### src/ptib_pkg.sv
package ptib_pkg;

	localparam int NODE_COUNT  = 4096;
	localparam int TETRA_COUNT = 4096;
	localparam int NAW         = $clog2(NODE_COUNT);
	localparam int TAW         = $clog2(TETRA_COUNT);
	localparam int IW          = 12;
	localparam int CW          = 32;
	localparam int EW          = CW + 1;
	localparam int MW          = EW + 1;
	localparam int PW          = 2 * MW;
	localparam int BW          = 2 * EW;
	localparam int DW          = 104;
	localparam int RW          = DW + 1;
	localparam int FRAC        = 28;
	localparam int QW          = CW + 1;
	localparam int TW          = 28;
	localparam int TOL_RESET   = 27;
	localparam int IN_DW       = 160;
	localparam int OUT_DW      = 4 * CW;

	typedef enum logic [1:0] {
		ACT_NODE  = 2'd0,
		ACT_TETRA = 2'd1,
		ACT_QUERY = 2'd2
	} action_t;

	typedef logic [CW-1:0] coord_t;

	typedef struct packed {
		coord_t x;
		coord_t y;
		coord_t z;
	} point_t;

	typedef struct packed {
		point_t [3:0] vtx;
		point_t       pt;
	} job_t;

	typedef struct packed {
		logic [2:0] push;
		logic       ready;
	} qctl_t;

	// component picks of one cofactor term: a[ra] * b[rb] * c[rc]
	typedef struct packed {
		logic [1:0] ra;
		logic [1:0] rb;
		logic [1:0] rc;
		logic       neg;
	} term_t;

	function automatic term_t term_of(input logic [2:0] t);
		term_t r;
		case (t)
			3'd0:    r = '{ra: 2'd0, rb: 2'd1, rc: 2'd2, neg: 1'b0};
			3'd1:    r = '{ra: 2'd0, rb: 2'd2, rc: 2'd1, neg: 1'b1};
			3'd2:    r = '{ra: 2'd1, rb: 2'd0, rc: 2'd2, neg: 1'b1};
			3'd3:    r = '{ra: 2'd1, rb: 2'd2, rc: 2'd0, neg: 1'b0};
			3'd4:    r = '{ra: 2'd2, rb: 2'd0, rc: 2'd1, neg: 1'b0};
			3'd5:    r = '{ra: 2'd2, rb: 2'd1, rc: 2'd0, neg: 1'b1};
			default: r = '{ra: 2'd0, rb: 2'd0, rc: 2'd0, neg: 1'b0};
		endcase
		return r;
	endfunction

	function automatic coord_t comp_of(input point_t p, input logic [1:0] c);
		coord_t r;
		case (c)
			2'd0:    r = p.x;
			2'd1:    r = p.y;
			2'd2:    r = p.z;
			default: r = '0;
		endcase
		return r;
	endfunction

endpackage

### src/ptib_fifo.sv
module ptib_fifo (
	input  logic           clk,
	input  logic           arst_n,
	input  logic           in_valid,
	output logic           in_ready,
	input  ptib_pkg::job_t in_data,
	output logic           out_valid,
	input  logic           out_ready,
	output ptib_pkg::job_t out_data
);
	import ptib_pkg::*;

	job_t       mem_q [2];
	logic       wp_q;
	logic       rp_q;
	logic [1:0] cnt_q;
	logic       push;
	logic       pop;

	assign in_ready  = (cnt_q != 2'd2);
	assign out_valid = (cnt_q != 2'd0);
	assign push      = in_valid && in_ready;
	assign pop       = out_valid && out_ready;
	assign out_data  = mem_q[rp_q];

	always_ff @(posedge clk or negedge arst_n) begin
		if (!arst_n) begin
			wp_q  <= 1'b0;
			rp_q  <= 1'b0;
			cnt_q <= '0;
		end else begin
			if (push) wp_q <= ~wp_q;
			if (pop)  rp_q <= ~rp_q;
			cnt_q <= cnt_q + {1'b0, push} - {1'b0, pop};
		end
	end

	always_ff @(posedge clk) begin
		if (push) begin
			mem_q[wp_q] <= in_data;
		end
	end

endmodule

### config.mk
export PLATFORM = sky130hd
export DESIGN_NAME = ptib_fifo
export DESIGN_NICKNAME = d
export VERILOG_FILES = /design/src/ptib_pkg.sv /design/src/ptib_fifo.sv
export SDC_FILE = /design/constraint.sdc
export NUM_CORES = 1
export LEC_CHECK = 0
export BUFFER_PORTS_ARGS = -buffer_cell sky130_fd_sc_hd__buf_4
export CAP_MARGIN = 40
export CORE_AREA = 10 10 368 370
export CTS_BUF_LIST = sky130_fd_sc_hd__clkbuf_8
export DETAILED_ROUTE_END_ITERATION = 8
export DIE_AREA = 0 0 378 380
export PLACE_DENSITY = 0.5
export SYNTH_ARGS = -nofsm -noshare
export SYNTH_HDL_FRONTEND = slang
export SYNTH_SLANG_ARGS = --single-unit
### constraint.sdc
create_clock -name clk -period 26.5 [get_ports clk]
set_input_delay 5.3 -clock clk [delete_from_list [all_inputs] [get_ports clk]]
set_output_delay 5.3 -clock clk [all_outputs]
set_load 0.005 [all_outputs]
==> out/qor.json <==
{
  "critPathRequiredTime": {"value": 21.20, "unit": "ns"},
  "cts_setup_buffers": {"value": 0},
  "shortest_period_the_worst_path_allows": {"value": 9.76, "unit": "ns"},
  "kind_of_cell_with_the_highest_combined_delay_on_the_critical_path": {"value": "buffers and inverters"},
  "grt_first_pass_wirelength": {"value": 143000, "unit": "um"},
  "outcome": {"value": "finished, final reports clean"},
  "critical_path.n_buffers_inverters": {"value": 7},
  "hpwl_reported_at_the_end_of_detailed_placement": {"value": 76300, "unit": "um"},
  "ffs_latches_synth": {"value": 964},
  "syn_area": {"value": 35200, "unit": "sq um"},
  "timing.hold.ws": {"value": 0.530, "unit": "ns"},
  "synth.avg_cell_area": {"value": 23.3, "unit": "sq um"},
  "detail_route.wirelength": {"value": 103000, "unit": "um"},
  "cts_tree": {"value": "built"},
  "worst-setup-path-type": {"value": "reg2out"},
  "critical_path_cell_count": {"value": 8},
  "crit_fanout": {"value": 61},
  "cp_slowest_cell": {"value": "sky130_fd_sc_hd__buf_4"},
  "dr_total_vias": {"value": 18789},
  "clock_sink_count": {"value": 964},
  "layout_common_cells": {"value": "981 x sky130_fd_sc_hd__buf_4, 960 x sky130_fd_sc_hd__edfxtp_1, 390 x sky130_fd_sc_hd__mux2_2"},
  "fin_tns_setup": {"value": 0, "unit": "ns"},
  "drcViolationCount": {"value": 0},
  "grt_pass1_vias": {"value": 20718},
  "setup-violations-final": {"value": 0},
  "cts_root_buf": {"value": "sky130_fd_sc_hd__clkbuf_8"},
  "critPathCaptureType": {"value": "primary output"},
  "largest_stage_delay_on_the_critical_path": {"value": 0.74, "unit": "ns"},
  "cts_resized": {"value": 0},
  "setup_repair_after_global_routing_missed_its_margin": {"value": "false"},
  "avgViaCountPerCell": {"value": 4.22},
  "setup.worst_path.start": {"value": "rp_q$_DFFE_PN0P_"},
  "initial_core_utilization": {"value": 0.274},
  "die_height": {"value": 380, "unit": "um"},
  "die_w": {"value": 378, "unit": "um"},
  "cells_after_synth": {"value": 1511},
  "grt.total_usage": {"value": 0.137},
  "finalCritPeriodShare": {"value": 0.368},
  "floorplan.io_pins": {"value": 966},
  "globalRoute.totalOverflow": {"value": 0},
  "cts-buffers-inserted": {"value": 168},
  "worst_r2r_startpoint": {"value": "cnt_q[1]$_DFF_PN0_"},
  "grt_start_max_net_pins": {"value": 160},
  "vdd.ir_drop.worst": {"value": 49.6, "unit": "uV"},
  "worst_path_most_repeated_cell": {"value": "sky130_fd_sc_hd__buf_4"},
  "clk_pin_slew_worst_setup_hold_paths": {"value": 0.05, "unit": "ns"},
  "route.detailed.wl_per_inst": {"value": 23.2, "unit": "um"},
  "seq_area_frac_synth": {"value": 0.822},
  "numPlacedInstances": {"value": 4127},
  "placement.io_buffers": {"value": 965},
  "design.core.area": {"value": 128000, "unit": "sq um"},
  "worst_slew_margin_relative_to_its_limit": {"value": 0.190},
  "area_growth": {"value": 35.8, "unit": "%"},
  "yosysWarningCount": {"value": 0},
  "stdcell_area": {"value": 47800, "unit": "sq um"},
  "post-route-util": {"value": 0.372},
  "hold_viol_final": {"value": 0},
  "netlist.area_leader.share": {"value": 0.819},
  "max_freq": {"value": 102, "unit": "MHz"},
  "fin_skew": {"value": 0.0438, "unit": "ns"},
  "htree_levels": {"value": 4},
  "final_antenna_net_count": {"value": 0},
  "total_leakage_power": {"value": 17.9, "unit": "nW"},
  "worstSetupEndpoint": {"value": "out_data[25]"},
  "final.fill_count": {"value": 12020},
  "synth.net_count": {"value": 1997},
  "power.density_cell_area": {"value": 107, "unit": "nW/um^2"},
  "worstPathCellList": {"value": "buf_16, buf_4, buf_4, buf_16, buf_4, buf_16, mux2_2, buf_4"},
  "final_max_slew_viol_count": {"value": 0},
  "arrival": {"value": 4.46, "unit": "ns"},
  "drt_pass1_iterations": {"value": 5},
  "design.die.area": {"value": 144000, "unit": "sq um"},
  "placed_area": {"value": 44600, "unit": "sq um"},
  "r2r_slack": {"value": 22.52, "unit": "ns"},
  "setup.worst_path.start_class": {"value": "register"},
  "instances_no_fill": {"value": 4449},
  "tightestPinTransition": {"value": 1.22, "unit": "ns"},
  "hold_buffers": {"value": 0},
  "rr_endpoint": {"value": "mem_q[0][369]$_DFFE_PP_"},
  "layout_commonest_cell": {"value": "sky130_fd_sc_hd__buf_4"},
  "hold_path_class": {"value": "reg2reg"},
  "post_route_cells_drive_above_1_share": {"value": 0.612},
  "worstSkewPairLatency": {"value": 0.88, "unit": "ns"},
  "worstRegToRegCells": {"value": 10},
  "cts_buffer_depth": {"value": 3},
  "rows": {"value": 132},
  "synth.lib_cells_used.distinct": {"value": 17},
  "synth_area_leaders": {"value": "sky130_fd_sc_hd__edfxtp_1 82%, sky130_fd_sc_hd__mux2_2 12%, sky130_fd_sc_hd__mux2_4 3.8%"},
  "initialDrtViolationCount": {"value": 869},
  "antenna_violations_before_repair": {"value": 34},
  "final_net_count": {"value": 3109},
  "gpl.final_weighted_congestion": {"value": 0.819},
  "post-synth-top-area-cell": {"value": "sky130_fd_sc_hd__edfxtp_1"},
  "timing.max_cap.violations": {"value": 0}
}
[final cells by class]
cell class / instances / area [sq um] / area share
Sequential cell: 964 / 28900 / 0.606
Clock inverter: 132 / 742 / 0.0155
Tap cell: 1675 / 2100 / 0.0439
Clock buffer: 169 / 2330 / 0.0487
Antenna cell: 20 / 50.0 / 0.00105
Timing Repair Buffer: 996 / 7760 / 0.163
Multi-Input combinational cell: 492 / 5850 / 0.122
Inverter: 1 / 3.75 / 0.0000786
[worst min-delay path by stage]
stage,startpoint,to,slack [ns],depth (start not counted)
2_1_floorplan,wp_q$_DFFE_PN0N_,wp_q$_DFFE_PN0N_,0.48,1
5_1_grt,cnt_q[0]$_DFF_PN0_,cnt_q[0]$_DFF_PN0_,0.56,1
3_5_place_dp,cnt_q[0]$_DFF_PN0_,cnt_q[0]$_DFF_PN0_,0.53,1
3_3_place_gp,cnt_q[0]$_DFF_PN0_,cnt_q[0]$_DFF_PN0_,0.50,1
4_1_cts,cnt_q[0]$_DFF_PN0_,cnt_q[0]$_DFF_PN0_,0.54,1
6_report,cnt_q[0]$_DFF_PN0_,cnt_q[0]$_DFF_PN0_,0.53,1
[cells by family (layout without fill, tap and decap cells)]
logic type,Yosys count,after routing,synth area share
DFF,964,964,0.822
muxes,480,480,0.163
buffers and inverters,55,1298,0.0119
and+or+nand+nor,6,6,0.000925
xor gates and xnor gates,4,4,0.000996
adders and majority gates,2,2,0.000711
other,0,20,0
[power breakdown]
part | total [mW] | switching [mW] | internal (mW)
combinational | 1.69 | 0.817 | 0.873
clock | 1.25 | 0.611 | 0.638
sequential | 2.16 | 0.0722 | 2.08
total | 5.10 | 1.50 | 3.60
[cell usage after synthesis]
| master | instances |
|---|---|
| sky130_fd_sc_hd__and2_1 | 1 |
| sky130_fd_sc_hd__and3_1 | 1 |
| sky130_fd_sc_hd__buf_2 | 13 |
| sky130_fd_sc_hd__buf_4 | 30 |
| sky130_fd_sc_hd__buf_6 | 11 |
| sky130_fd_sc_hd__dfrtp_1 | 4 |
| sky130_fd_sc_hd__edfxtp_1 | 960 |
| sky130_fd_sc_hd__ha_1 | 2 |
| sky130_fd_sc_hd__inv_1 | 1 |
| sky130_fd_sc_hd__mux2_2 | 390 |
| sky130_fd_sc_hd__mux2_4 | 90 |
| sky130_fd_sc_hd__nand2_1 | 1 |
| sky130_fd_sc_hd__nand2b_1 | 1 |
| sky130_fd_sc_hd__nor2_1 | 1 |
| sky130_fd_sc_hd__or2_2 | 1 |
| sky130_fd_sc_hd__xnor2_1 | 3 |
| sky130_fd_sc_hd__xor2_1 | 1 |
[flip-flops by register name, summed over array words and instances (netlist names)]
register,cells
mem_q,960
cnt_q,2
rp_q,1
wp_q,1
[layer usage]
| layer | wire, um | global-route usage | up-vias |
|---|---|---|---|
| met1 | 35000 | 0.135 | 9414 |
| met2 | 52800 | 0.235 | 810 |
| met4 | 3370 | 0.0606 | 22 |
| met5 | 164 | 0 | - |
| li1 | - | - | 8342 |
| met3 | 12000 | 0.0735 | 201 |
[metrics by stage]
stage / total power, mW / worst slack, ns
floorplan: 3.17 / 8.07
global placement: 3.85 / 16.93
detailed placement: 3.92 / 17.22
CTS: 5.20 / 16.22
global route: 5.36 / 16.43
finish: 5.10 / 16.74
No activity file was read; power rests on OpenSTA's default activity.
